<file path="config.mk">
export PLATFORM = sky130hd
export DESIGN_NAME = srql_ctrl
export DESIGN_NICKNAME = d
export VERILOG_FILES = /design/src/design/speech_rate_quadrilinear_lookup_macros.svh /design/src/design/srql_pkg.sv /design/src/design/srql_ctrl.sv
export SDC_FILE = /design/constraint.sdc
export NUM_CORES = 1
export LEC_CHECK = 0
export BUFFER_PORTS_ARGS = -buffer_cell sky130_fd_sc_hd__buf_2
export CAP_MARGIN = 20
export CORE_UTILIZATION = 50
export CTS_CLUSTER_SIZE = 28
export DETAILED_ROUTE_END_ITERATION = 16
export MAX_ROUTING_LAYER = met4
export PLACE_DENSITY = 0.76
export SLEW_MARGIN = 30
export SYNTH_ARGS = -nofsm -noshare
export SYNTH_HDL_FRONTEND = slang
export SYNTH_SLANG_ARGS = --single-unit
</file>
<file path="constraint.sdc">
create_clock -name clk_i -period 2.5 [get_ports clk_i]
set_clock_uncertainty 0.15 [all_clocks]
set_input_delay 0.25 -clock clk_i [delete_from_list [all_inputs] [get_ports clk_i]]
set_output_delay 0.25 -clock clk_i [all_outputs]
set_load 0.005 [all_outputs]
</file>
<file path="src/design/speech_rate_quadrilinear_lookup_macros.svh">
// assertion macros for the speech rate lookup
`ifndef SPEECH_RATE_QUADRILINEAR_LOOKUP_MACROS_SVH
`define SPEECH_RATE_QUADRILINEAR_LOOKUP_MACROS_SVH
`ifndef SYNTHESIS
`define SRQL_ASSERT_IMP(lbl, ante, cons, msg) \
  lbl: assert property (@(posedge clk_i) disable iff (!rst_ni) (ante) |-> (cons)) \
    else $error(msg);
`define SRQL_ASSERT_NXT(lbl, ante, cons, msg) \
  lbl: assert property (@(posedge clk_i) disable iff (!rst_ni) (ante) |=> (cons)) \
    else $error(msg);
`else
`define SRQL_ASSERT_IMP(lbl, ante, cons, msg)
`define SRQL_ASSERT_NXT(lbl, ante, cons, msg)
`endif
`endif

</file>
<file path="src/design/srql_pkg.sv">
// shared constants and types of the speech rate lookup
`timescale 1ns / 1ps
`default_nettype none
package srql_pkg;
  localparam int GRID_POINTS_DEF = 7;
  localparam int ENTRY_BITS_DEF  = 16;
  localparam int ANGLE_STEP      = 480;
  localparam int ANGLE_MAX       = 2880;
  localparam int LEVEL_STEP      = 96;
  localparam int LEVEL_MIN       = 672;
  localparam int LEVEL_MAX       = 1248;
  localparam int LOG_K           = 6313057;
  localparam int DEN_SHIFT       = 20;
  localparam int DEN_ODD         = 2025;
  localparam int DEN_RECIP       = 2120971;
  localparam int QUOT_SHIFT      = 32;
  localparam int GRID_CELLS      = 6;
  localparam int IDX_W           = 3;
  localparam int OFF_W           = 9;
  localparam int LOG_STEPS       = 16;
  localparam int CORNERS         = 16;
  localparam int DRAIN_CYCLES    = 3;
  localparam int CNT_W           = 6;

  localparam logic REQ_WRITE = 1'b0;
  localparam logic REQ_QUERY = 1'b1;
  localparam logic KIND_ACK  = 1'b0;
  localparam logic KIND_RATE = 1'b1;

  typedef struct packed {
    logic       load;
    logic       wr;
    logic       log_step;
    logic       eff;
    logic       lev;
    logic       brk;
    logic       base;
    logic       corner_en;
    logic [3:0] corner;
    logic       div_init;
    logic       div_step;
    logic       div_fix;
    logic       out_load;
  } srql_cmd_t;

  typedef struct packed {
    logic is_query;
  } srql_stat_t;
endpackage
`default_nettype wire

</file>
<file path="src/design/srql_ctrl.sv">
// controller state machine sequencing the datapath
`timescale 1ns / 1ps
`default_nettype none
module srql_ctrl import srql_pkg::*; (
  input  wire logic       clk_i,
  input  wire logic       rst_ni,
  input  wire logic       in_valid_i,
  output logic            in_stall_o,
  output logic            out_valid_o,
  input  wire logic       out_stall_i,
  input  wire logic       req_type_i,
  output srql_cmd_t       cmd_o
);
  typedef enum logic [3:0] {
    IDLE, WRITE, LOG, EFF, LEV, BRK, BASE, ACC, DRAIN, DINIT, DIVS, DFIX, DONE
  } state_e;

  state_e           state_q, state_d;
  logic [CNT_W-1:0] cnt_q, cnt_d;
  logic             out_valid_q, out_valid_d;
  logic             accept, out_free;

  assign accept   = in_valid_i && (state_q == IDLE);
  assign out_free = !out_valid_q || !out_stall_i;

  always_comb begin
    state_d     = state_q;
    cnt_d       = cnt_q;
    out_valid_d = out_valid_q && out_stall_i;
    cmd_o       = '0;
    cmd_o.corner = cnt_q[3:0];
    case (state_q)
      IDLE: begin
        if (accept) begin
          cmd_o.load = 1'b1;
          cnt_d      = '0;
          state_d    = (req_type_i == REQ_QUERY) ? LOG : WRITE;
        end
      end
      WRITE: begin
        cmd_o.wr = 1'b1;
        state_d  = DONE;
      end
      LOG: begin
        cmd_o.log_step = 1'b1;
        cnt_d          = cnt_q + 1'b1;
        if (cnt_q == CNT_W'(LOG_STEPS - 1)) begin
          state_d = EFF;
        end
      end
      EFF: begin
        cmd_o.eff = 1'b1;
        state_d   = LEV;
      end
      LEV: begin
        cmd_o.lev = 1'b1;
        state_d   = BRK;
      end
      BRK: begin
        cmd_o.brk = 1'b1;
        state_d   = BASE;
      end
      BASE: begin
        cmd_o.base = 1'b1;
        cnt_d      = '0;
        state_d    = ACC;
      end
      ACC: begin
        cmd_o.corner_en = 1'b1;
        cnt_d           = cnt_q + 1'b1;
        if (cnt_q == CNT_W'(CORNERS - 1)) begin
          cnt_d   = '0;
          state_d = DRAIN;
        end
      end
      DRAIN: begin
        cnt_d = cnt_q + 1'b1;
        if (cnt_q == CNT_W'(DRAIN_CYCLES - 1)) begin
          state_d = DINIT;
        end
      end
      DINIT: begin
        cmd_o.div_init = 1'b1;
        cnt_d          = '0;
        state_d        = DIVS;
      end
      DIVS: begin
        cmd_o.div_step = 1'b1;
        state_d        = DFIX;
      end
      DFIX: begin
        cmd_o.div_fix = 1'b1;
        state_d       = DONE;
      end
      DONE: begin
        if (out_free) begin
          cmd_o.out_load = 1'b1;
          out_valid_d    = 1'b1;
          state_d        = IDLE;
        end
      end
      default: begin
        state_d = IDLE;
      end
    endcase
  end

  always_ff @(posedge clk_i or negedge rst_ni) begin
    if (!rst_ni) begin
      state_q     <= IDLE;
      cnt_q       <= '0;
      out_valid_q <= 1'b0;
    end else begin
      state_q     <= state_d;
      cnt_q       <= cnt_d;
      out_valid_q <= out_valid_d;
    end
  end

  assign in_stall_o  = (state_q != IDLE);
  assign out_valid_o = out_valid_q;
endmodule
`default_nettype wire

</file>
* Word-level counts from Yosys, hierarchy flattened
Cells that the tools add are included.
** Operators by class
- Add/subtract/negate cells :: 1
- Equality and inequality tests :: 19
- Muxes and demuxes :: 26
- Reduce and logical (&&, ||, !) cells :: 13
** Operators with widths (number)
- one-hot mux 4 bit (12 select lines) :: 1
- one-hot mux 6 bit (4 select lines) :: 1
- equality test 4 bit, second input constant :: 5
- two-way mux 4 bit :: 5
- equality test 4 x 3 -> 1 bit, second input constant :: 4
- two-way mux 1 bit :: 16
- two-way mux 6 bit :: 2
- inequality test 2 bit, second input constant :: 5
- equality test 4 x 2 -> 1 bit, second input constant :: 2
- nonzero test 4 bit :: 2
- adder 6 x 1 -> 6 bit, second input constant :: 1
- equality test 6 x 2 -> 1 bit, second input constant :: 1
- equality test 6 x 4 -> 1 bit, second input constant :: 1
- OR reduction 2 bit :: 3
- AND reduction 5 bit :: 1
- equality test 4 x 1 -> 1 bit, second input constant :: 1
- zero test 4 bit :: 1
- logical AND 1 bit :: 2
- zero test 1 bit :: 2
- two-way mux 2 bit :: 1
- AND reduction 2 bit :: 1
- logical OR 1 bit :: 1
** Word-level totals
- Register bits :: 11
- Bits of input ports :: 5
- Output and inout bits :: 18
- Word-level logic and storage cells :: 62

* Logic depth before layout (Yosys ltp)
Gate-level depths: netlist (run 1).
- Depth after elaboration :: 4
- Mapped depth :: 6
- Gate-level depth less buffers :: 5

* Least setup slack after synthesis (run 1)
Ideal clock, no wire load.
- Kind :: register -> register
- Start :: register state_q[1]
- End :: register state_q[0]
- Setup time :: 0.127 ns
- Arrival :: 1.487 ns
- Data required time :: 2.223 ns
- Slack :: 0.736 ns
- Cell stages (with the launch flop) :: 6
- Buffers on the path :: 1
- Period minus slack after synthesis :: 1.764 ns
- Cells stage by stage :: dfrtp_1 -> buf_6 -> or4_1 -> o22ai_1 -> nand2b_1 -> o21bai_1
** On the way
- Cells in the longest elaborated chain, start to end :: 4
- Elaborated cells between the ends (all ways) :: 22
- Those cells by class :: 17 x eq/ne; 1 x mux; 4 x reduce/logical
** RTL lines
- start: declaration :: RTL line srql_ctrl.sv:18 : state_e state_q, state_d;
- start signal: assignment :: RTL line srql_ctrl.sv:114 : state_q <= state_d;
- branches (longest 4 deep; another with one-hot mux 4 bit (12 select lines))
Parallel ways; which one is timed is not known.
A chain may end at the register's enable or synchronous reset.

* Final worst setup path (run 1)
- Start :: register state_q[2]
- End :: register cnt_q[5]
** On the way
- Cells in the longest elaborated chain, start to end :: 4
- Elaborated cells between the ends (all ways) :: 13
- Those cells by class :: 6 x eq/ne; 1 x mux; 6 x reduce/logical
** RTL lines
- equality test 4 x 2 -> 1 bit (tied with other cells) :: RTL line srql_ctrl.sv:32 : case (state_q)
- OR reduction 2 bit (no line) / logical AND 1 bit (equally long branches)
- nonzero test 4 bit (no line) / inequality test 2 bit (equally long branches)
- AND reduction 2 bit (no line)
- end signal: assignment :: RTL line srql_ctrl.sv:115 : cnt_q <= cnt_d;
- end: declaration :: RTL line srql_ctrl.sv:19 : logic [CNT_W-1:0] cnt_q, cnt_d;
Parallel ways exist; a longest one is shown, timed or not.

==> results of run 1 <==
[routing by layer]
metal / wire (um) / vias up / GRT usage (%)
met1: 955 / 385 / 28.7
met4: 12 / 0 / 5.45
met5: 0 / - / -
li1: - / 431 / -
met2: 870 / 19 / 31.5
met3: 57 / 2 / 2.45
[cells by family after synthesis]
kind of cell | after synthesis | share of synthesized area [%]
muxes | 1 | 1.12
xor gates and xnor gates | 2 | 1.97
AOI/OAI and AO/OA | 28 | 20.2
buffers and inverters | 17 | 10.3
DFF | 11 | 30.9
and+or+nand+nor | 51 | 32.7
adders and majority gates | 2 | 2.81
[cells in the final DEF (no fill, tap or decap), drive strengths merged, types with 2 or more instances in the layout]
cell	count
buf	24
nor3b	2
nand2	12
dfrtp	11
a21oi	7
nand2b	7
inv	5
or4	2
o211ai	2
nor2	14
nor3	5
clkbuf	3
ha	2
o21ai	9
and3	3
[per-stage QoR]
step	hold WS, ns	utilization [%]	cells
floorplan	-0.196	-	112
global placement	-0.0122	61.1	140
detailed placement	-0.0106	61.1	140
CTS	0.0748	63.5	145
global route	0.116	63.5	145
finish	0.0732	63.5	145
[repair_timing]
action | 4_1_cts | 5_1_grt
hold buffers | 1 | 0
endpoints found under the setup margin | 0 | 0
endpoints found under the hold margin | 11 | 0
[area by class of cell]
class,count,area (um^2)
fillers,145,576
multi-input cells,84,524
flip-flops and latches,11,275
repair buffers,25,135
clock buffers,3,22.5
well taps,16,20.0
inverters,5,18.8
clock inverters,1,5.00
[state kept, by name, indices dropped and copies added, names as in the netlist]
signal	cells
state_q	4
cnt_q	6
out_valid_o	1
[worst paths after layout]
check	depth (start not counted)	to	startpoint
max in group asynchronous	2	state_q[1]$_DFFE_PN0P_	rst_ni
setup / recovery	4	cnt_q[5]$_DFFE_PN0P_	state_q[2]$_DFFE_PN0P_
setup reg to reg	4	cnt_q[5]$_DFFE_PN0P_	state_q[2]$_DFFE_PN0P_
hold / removal	3	out_valid_o$_DFF_PN0_	out_stall_i
hold reg to reg	2	cnt_q[5]$_DFFE_PN0P_	cnt_q[5]$_DFFE_PN0P_
min in group asynchronous	2	out_valid_o$_DFF_PN0_	rst_ni
[worst register-to-register path: stages (launching register included)]
cell	delay, ns
dfrtp_1	0.74
nor3b_1	0.13
nor4_2	0.68
or4_1	0.24
o211ai_2	0.07
[where the power goes]
part / switching (mW) / leakage (nW) / internal [mW]
clock: 0.0698 / 0.0177 / 0.0593
combinational: 0.316 / 0.320 / 0.266
sequential: 0.158 / 0.142 / 0.232
total: 0.544 / 0.480 / 0.557
==> summary.md, run 1 <==
| Metric | Value |
|---|---|
| CTS Buffer Depth | 2 |
| Share of cells above drive strength 1 | about a quarter |
| Leakage power | ~0.48 nW |
| Ys Warns | 0 |
| Slew Limit Fails | 0 |
| Pwr/cell area | roughly 1100 nW/um^2 |
| Post-DP HPWL | 1370 um |
| Total congestion overflow | 0 |
| Vias | between 800 and 900 |
| Ports | 23 |
| Htree depth | 1 |
| Initial Util | roughly 57% |
| Main flop type after synthesis | dfrtp_1 |
| Die Y | 44.2 um |
| Distinct cells, synth | 40 |
| Final setup vio count | 0 |
| Critical path buffers and inverters | 0 |
| Worst-margin pin slew | about 0.73 ns |
| Area grow syn2layout | 12.4% |
| Sum of routed wire length over all layers | between 1500 and 2000 um |
| Fin worst setup slack | 0.372 ns |
| Placed cell areas | 963 um^2 |
| Residual DRC | 0 |
| Crit Path Max Fanout | 19 |
| Die Width | 44.2 um |
| Via density | ~5.8 |
| IO Port Bufs | 22 |
| WP data arrival | around 2.1 ns |
| Cells after synthesis | 112 |
| Post-CTS Setup Inserts | 0 |
| Sequential share of the synthesized area | 30.9% |
| CTS tree | built |
| Initial antenna violation count | 0 |
| Post-route ant nets | 0 |
| Critical Path, Cell by Cell | nor3b_1 > nor4_2 > or4_1 > o211ai_2 |
| CTS Buf Count | 3 |
| Setup total negative slack | 0 ns |
| Cts repair resizes | 0 |
| Synth Area per Inst | a little under 8 um^2 |
| Final Cell Area | roughly 1000 um^2 |
| Worst setup path class | flip-flop to flip-flop |
| Final nets | approximately 140 |
| Max transition margin | between 50% and 60% |
| Crit-path slowest cell | dfrtp_1 |
| Peak Freq | 0.470 GHz |
| Synth area leaders | dfrtp_1 31%, nor2_1 5.9%, nand2_1 5.1%, nand2b_1 4.9%, a21oi_1 3.9% |
| Global placer's final weighted congestion | 0.795 |
| Top cells by count, synth | 14 x nor2_1, 12 x nand2_1, 11 x dfrtp_1 |
| Unrepaired setup endpoints after global routing | false |
| Worst-path clk slew | ~0.080 ns |
| Fraction of registers with async set/reset | between 90% and 100% |
| Global-route wire length before repair | between 2000 and 3000 um |
| Post-placement setup slack | 0.407 ns |
| Post-synth net total | 119 |
| Worst path required time | between 2 and 3 ns |
| Largest net degree at the start of global routing | 20 |
| CP startpoint kind | flip-flop |
| 1st-iter DRT viols | 29 |
| Final min period | 2.13 ns |
| Vias in the first global route | about 700 |
| Peak VDD IR | 0.560 mV |
| Total track usage | 20.5% |
| Count leader, synth | nor2_1 |
| Most area-hungry cell type in the Yosys netlist | dfrtp_1 |
| Hold Fails Final Rpt | 0 |
| TritonCTS Sinks | 11 |
| Core Region | about 1600 um^2 |
| Synth top area share | 30.9% |
| Number of synthesized flops with an enable pin | 0 |
| Reg-to-reg slack, setup | roughly 0.37 ns |
| Flip-flop and latch count after synthesis | 11 |
| ANT cells | 0 |
| Root Driver | clkbuf_4 |
| Top delay family on crit path | simple AND/OR/NAND/NOR gates |
| WL/cell | between 10 and 15 um |
| Critical path capture point type | flip-flop |
| FP Rows | 14 |
| Status | complete, no violations |
| Number of detailed-route iterations in the first pass | 4 |
| Total power | about 1.1 mW |
| Full die area | around 2000 um^2 |
| Skew-Pair Late Insertion Delay | between 0.2 and 0.3 ns |
| Synth Cell Area | between 800 and 900 um^2 |
| Max stage delay on crit path | 0.74 ns |
| Max-cap viol count | 0 |
| Final Cycle Share | between 80% and 90% |
| Min-delay worst type | input port to flip-flop |
No activity file was read; power rests on OpenSTA's default activity.
==> inputs of run 2 (changes only) <==
--- a/config.mk
+++ b/config.mk
@@ -6,12 +6,12 @@
 export NUM_CORES = 1
 export LEC_CHECK = 0
 export BUFFER_PORTS_ARGS = -buffer_cell sky130_fd_sc_hd__buf_2
-export CAP_MARGIN = 20
-export CORE_UTILIZATION = 50
+export CORE_UTILIZATION = 51
 export CTS_CLUSTER_SIZE = 28
 export DETAILED_ROUTE_END_ITERATION = 16
 export MAX_ROUTING_LAYER = met4
-export PLACE_DENSITY = 0.76
+export PLACE_DENSITY = 0.77
+export REMOVE_ABC_BUFFERS = 1
 export SLEW_MARGIN = 30
 export SYNTH_ARGS = -nofsm -noshare
 export SYNTH_HDL_FRONTEND = slang
==> summary.md, run 2 (synthesis results as in run 1) <==
| Metric | Value |
|---|---|
| WP data arrival | 2.15 ns |
| Max FFs per register | 6 |
| Residual DRC | 1 |
| Unrepaired setup endpoints after global routing | false |
| Worst-margin pin slew | slightly below 0.7 ns |
| Critical path capture point type | flip-flop |
| FP Rows | 14 |
| Largest register by flop count | cnt_q |
| Max transition margin | a little over half |
| CTS tree | built |
| Post-placement setup slack | 0.439 ns |
| Setup total negative slack | 0 ns |
| Initial antenna violation count | 0 |
| Post-route ant nets | 0 |
| Via density | 5.97 |
| Area grow syn2layout | 12.4% |
| Crit Path Max Fanout | 16 |
| Cts repair resizes | 0 |
| Core Region | between 1500 and 2000 um^2 |
| Full die area | ~1900 um^2 |
| Skew-Pair Late Insertion Delay | roughly 0.28 ns |
| Final nets | roughly 140 |
| Total power | around 1.1 mW |
| TritonCTS Sinks | 11 |
| Global-route wire length before repair | about 3200 um |
| Total congestion overflow | 0 |
| Min-delay worst type | input port to flip-flop |
| Fin worst setup slack | a little under 0.4 ns |
| ANT cells | 0 |
| Final Cycle Share | a little over four fifths |
| Hold Fails Final Rpt | 0 |
| Root Driver | clkbuf_4 |
| Worst setup path class | flip-flop to flip-flop |
| CP startpoint kind | flip-flop |
| Vias in the first global route | 700 |
| Final setup vio count | 0 |
| Number of detailed-route iterations in the first pass | 10 |
| Htree depth | 1 |
| Worst-path clk slew | 0.08 ns |
| Sum of routed wire length over all layers | between 1500 and 2000 um |
| WL/cell | between 10 and 15 um |
| Die Y | 43.8 um |
| Final min period | 2.11 ns |
| Die Width | 43.8 um |
| Total track usage | 23.1% |
| Pwr/cell area | roughly 1100 nW/um^2 |
| Commonest non-fill, non-tap cells in the layout | 22 x buf_2, 14 x nor2_1, 12 x nand2_1, 11 x dfrtp_1 |
| Leakage power | 0.480 nW |
| Share of cells above drive strength 1 | 24.8% |
| Post-CTS Setup Inserts | 0 |
| Max-cap viol count | 0 |
| Worst path required time | 2.55 ns |
| Ports | 23 |
| 1st-iter DRT viols | 26 |
| IO Port Bufs | 22 |
| Post-DP HPWL | 1380 um |
| Largest net degree at the start of global routing | 20 |
| Peak VDD IR | between 0.5 and 0.6 mV |
| WHS | between 0.08 and 0.09 ns |
| Vias | approximately 870 |
| CTS Buffer Depth | 2 |
| Global placer's final weighted congestion | ~0.86 |
| Most common cell after layout, fill and taps aside | buf_2 |
| Hold buffer count at CTS | 1 |
| Slew Limit Fails | 0 |
| Status | complete, but fails checks |
| CTS Buf Count | 3 |
| Violated checks | design-rule violations |
| Initial Util | 56.5% |
| Peak Freq | about 0.47 GHz |
## run 2: cell counts in the layout (fill, tap and decap cells not counted)
Identical to the previous run, type by type.
## run 2: report_power, final
group	internal (mW)	switching, mW	total [mW]	leakage, nW
clock	0.0594	0.0711	0.130	0.0177
combinational	0.266	0.318	0.583	0.320
sequential	0.232	0.154	0.387	0.142
## run 2: per-stage QoR
step	std cells	utilization (%)	cell area (um^2)
after global routing	145	63.5	1000
after CTS	145	63.5	1000
after global placement	140	61.1	963
final	145	63.5	1000
after floorplan	100	-	818
after detailed placement	140	61.1	963
## run 2: area by class of cell
class | instances | area (um^2)
well taps | 16 | 20.0
inverters | 5 | 18.8
flip-flops and latches | 11 | 275
repair buffers | 25 | 135
clock inverters | 1 | 5.00
clock buffers | 3 | 22.5
multi-input cells | 84 | 524
fillers | 145 | 576
## run 2: final timing paths
| kind | end | slack (ns) | cells after the start | startpoint |
|---|---|---|---|---|
| setup reg to reg | cnt_q[3]$_DFFE_PN0P_ | 0.39 | 4 | state_q[0]$_DFFE_PN0P_ |
| hold reg to reg | cnt_q[2]$_DFFE_PN0P_ | 0.40 | 1 | cnt_q[2]$_DFFE_PN0P_ |
| setup / recovery | cnt_q[3]$_DFFE_PN0P_ | 0.39 | 4 | state_q[0]$_DFFE_PN0P_ |
| min in group asynchronous | cnt_q[4]$_DFFE_PN0P_ | 0.21 | 2 | rst_ni |
| hold / removal | out_valid_o$_DFF_PN0_ | 0.08 | 3 | out_stall_i |
| max in group asynchronous | state_q[1]$_DFFE_PN0P_ | 1.79 | 2 | rst_ni |
## run 2: metal layers
layer,global-route usage (%),vias to the layer above,routed length [um]
met5,-,-,0
met4,9.38,0,30
met3,5.00,4,138
met2,33.7,43,850
met1,30.7,390,910
li1,-,429,-
## run 2: worst max-delay path: stages, from the launching register on
cell and delay, ns:
dfrtp_1 0.69, nand2_1 0.24, a211oi_1 0.52, nor2_1 0.21, o211ai_1 0.22
==> inputs of run 3 (changes only) <==
--- a/config.mk
+++ b/config.mk
@@ -6,11 +6,11 @@
 export NUM_CORES = 1
 export LEC_CHECK = 0
 export BUFFER_PORTS_ARGS = -buffer_cell sky130_fd_sc_hd__buf_2
-export CORE_UTILIZATION = 51
+export CORE_UTILIZATION = 46
 export CTS_CLUSTER_SIZE = 28
 export DETAILED_ROUTE_END_ITERATION = 16
 export MAX_ROUTING_LAYER = met4
-export PLACE_DENSITY = 0.77
+export PLACE_DENSITY = 0.74
 export REMOVE_ABC_BUFFERS = 1
 export SLEW_MARGIN = 30
 export SYNTH_ARGS = -nofsm -noshare
==> constraint.sdc (replaced) <==
create_clock -name clk_i -period 1.7 [get_ports clk_i]
set_clock_uncertainty 0.15 [all_clocks]
set_input_delay 0.17 -clock clk_i [delete_from_list [all_inputs] [get_ports clk_i]]
set_output_delay 0.17 -clock clk_i [all_outputs]
set_load 0.005 [all_outputs]
==> summary.md, run 3 (synthesis results as in run 1) <==
| Metric | Value |
|---|---|
| Status | complete, but fails checks |
| Violated checks | negative setup slack |
| Core Region | about 1800 um^2 |
| Crit-path slowest cell | dfrtp_2 |
| Final setup vio count | 8 |
| Vias | around 1100 |
| WP data arrival | 1.82 ns |
| CTS tree | built |
| Fin worst setup slack | -0.0708 ns |
| Die Width | 46.0 um |
| Crit Path Max Fanout | 4 |
| Critical path buffers and inverters | 1 |
| Final min period | around 1.8 ns |
| Sum of routed wire length over all layers | 2830 um |
| Final core occ | around 77% |
| Skew-Pair Late Insertion Delay | between 0.2 and 0.3 ns |
| Non-Filler Instances | between 150 and 200 |
| Die Y | about 46 um |
| Residual DRC | 0 |
| Peak Freq | around 0.56 GHz |
| Min-delay worst type | input port to flip-flop |
| CP startpoint kind | flip-flop |
| TritonCTS Sinks | 11 |
| ANT cells | 0 |
| Max-cap viol count | 0 |
| Max FFs per register | 6 |
| Worst setup path class | flip-flop to flip-flop |
| 1st-iter DRT viols | a little over 40 |
| Critical Path, Cell by Cell | buf_6 > nor4b_4 > nor4_4 > or4_4 > o211ai_2 |
| Setup total negative slack | -0.361 ns |
| Root Driver | clkbuf_4 |
| Post-route ant nets | 0 |
| Initial antenna violation count | 0 |
| Cell Count Post-Placement | 167 |
| Number of detailed-route iterations in the first pass | 4 |
| Top delay family on crit path | simple AND/OR/NAND/NOR gates |
| Final Cycle Share | 104% |
| Worst-path clk slew | around 0.080 ns |
| Total power | ~2.4 mW |
| Max transition margin | 73.6% |
| Total track usage | ~27% |
| FP Rows | 15 |
| Critical path capture point type | flip-flop |
| Htree depth | 1 |
| Unrepaired setup endpoints after global routing | true |
| IO Port Bufs | 22 |
| Area grow syn2layout | 53.2% |
| Hold Fails Final Rpt | 0 |
| Pwr/cell area | roughly 1700 nW/um^2 |
| Slew Limit Fails | 0 |
| Full die area | roughly 2100 um^2 |
| Most common cell after layout, fill and taps aside | buf_4 |
| Share of cells above drive strength 1 | 53.2% |
| Via density | 5.77 |
| Ports | 23 |
| WL/cell | 15.5 um |
| Peak VDD IR | around 0.98 mV |
| Reg-to-reg slack, setup | -0.07 ns |
| Max stage delay on crit path | 0.45 ns |
| Final nets | roughly 170 |
| Global-route wire length before repair | roughly 4000 um |
| Global placer's final weighted congestion | around 0.8 |
| Total congestion overflow | 0 |
| Vias in the first global route | ~940 |
| Post-DP HPWL | about 1700 um |
| Initial Util | about half |
| Largest register by flop count | cnt_q |
| Largest net degree at the start of global routing | 12 |
| Worst path required time | 1.75 ns |
| Worst-margin pin slew | between 0.3 and 0.4 ns |
| Leakage power | approximately 0.65 nW |
| Commonest non-fill, non-tap cells in the layout | 24 x buf_4, 22 x buf_2, 13 x nor2_1, 10 x nand2_1, 7 x dfrtp_1 |
| CTS Buf Count | 3 |
| CTS Buffer Depth | 2 |
==> run 3: per-layer routing <==
metal,routed length (um),track usage (%),up-vias
met4,72,7.06,0
li1,-,-,483
met5,0,-,-
met1,1160,34.5,512
met3,143,3.57,10
met2,1450,45.4,50
==> run 3: per-stage QoR <==
stage / cell area, um^2 / setup WS (ns) / hold slack [ns]
finish: 1370 / -0.0708 / 0.0380
CTS: 1260 / -0.0570 / 0.0141
detailed placement: 1110 / -0.0748 / -0.0913
global route: 1370 / -0.124 / 0.0508
floorplan: 818 / -0.140 / -0.276
global placement: 1110 / -0.0445 / -0.0971
==> run 3: path summary, 6_finish.rpt <==
path	startpoint	endpoint	depth (start not counted)
min in group asynchronous	rst_ni	cnt_q[5]$_DFFE_PN0P_	2
worst min register to register	cnt_q[5]$_DFFE_PN0P_	cnt_q[5]$_DFFE_PN0P_	2
worst max-delay path	state_q[2]$_DFFE_PN0P_	cnt_q[5]$_DFFE_PN0P_	5
max in group asynchronous	rst_ni	state_q[3]$_DFFE_PN0P_	2
worst min-delay path	out_stall_i	out_valid_o$_DFF_PN0_	3
worst max register to register	state_q[2]$_DFFE_PN0P_	cnt_q[5]$_DFFE_PN0P_	5
==> run 3: layout make-up <==
class	count	area [um^2]
clock buffers	3	22.5
clock inverters	1	5.00
fillers	136	399
inverters	5	18.8
multi-input cells	84	624
flip-flops and latches	11	280
well taps	25	31.3
repair buffers	54	383
==> run 3: timing repair <==
| item | CTS | global route |
|---|---|---|
| hold buffers | 1 | 0 |
| pin swaps | 5 | 4 |
| endpoints found under the setup margin | 18 | 21 |
| resized for setup | 16 | 17 |
| hold endpoints to repair | 11 | 0 |
| buffers inserted | 9 | 3 |
==> run 3: tightest hold or removal path: stages <==
cell	delay, ns
buf_2	0.10
nand2_1	0.09
nand2_1	0.07
==> run 3: power by group <==
part	internal [mW]	switching (mW)	leakage (nW)
combinational	0.885	0.880	0.497
sequential	0.353	0.0878	0.138
clock	0.0871	0.0954	0.0177
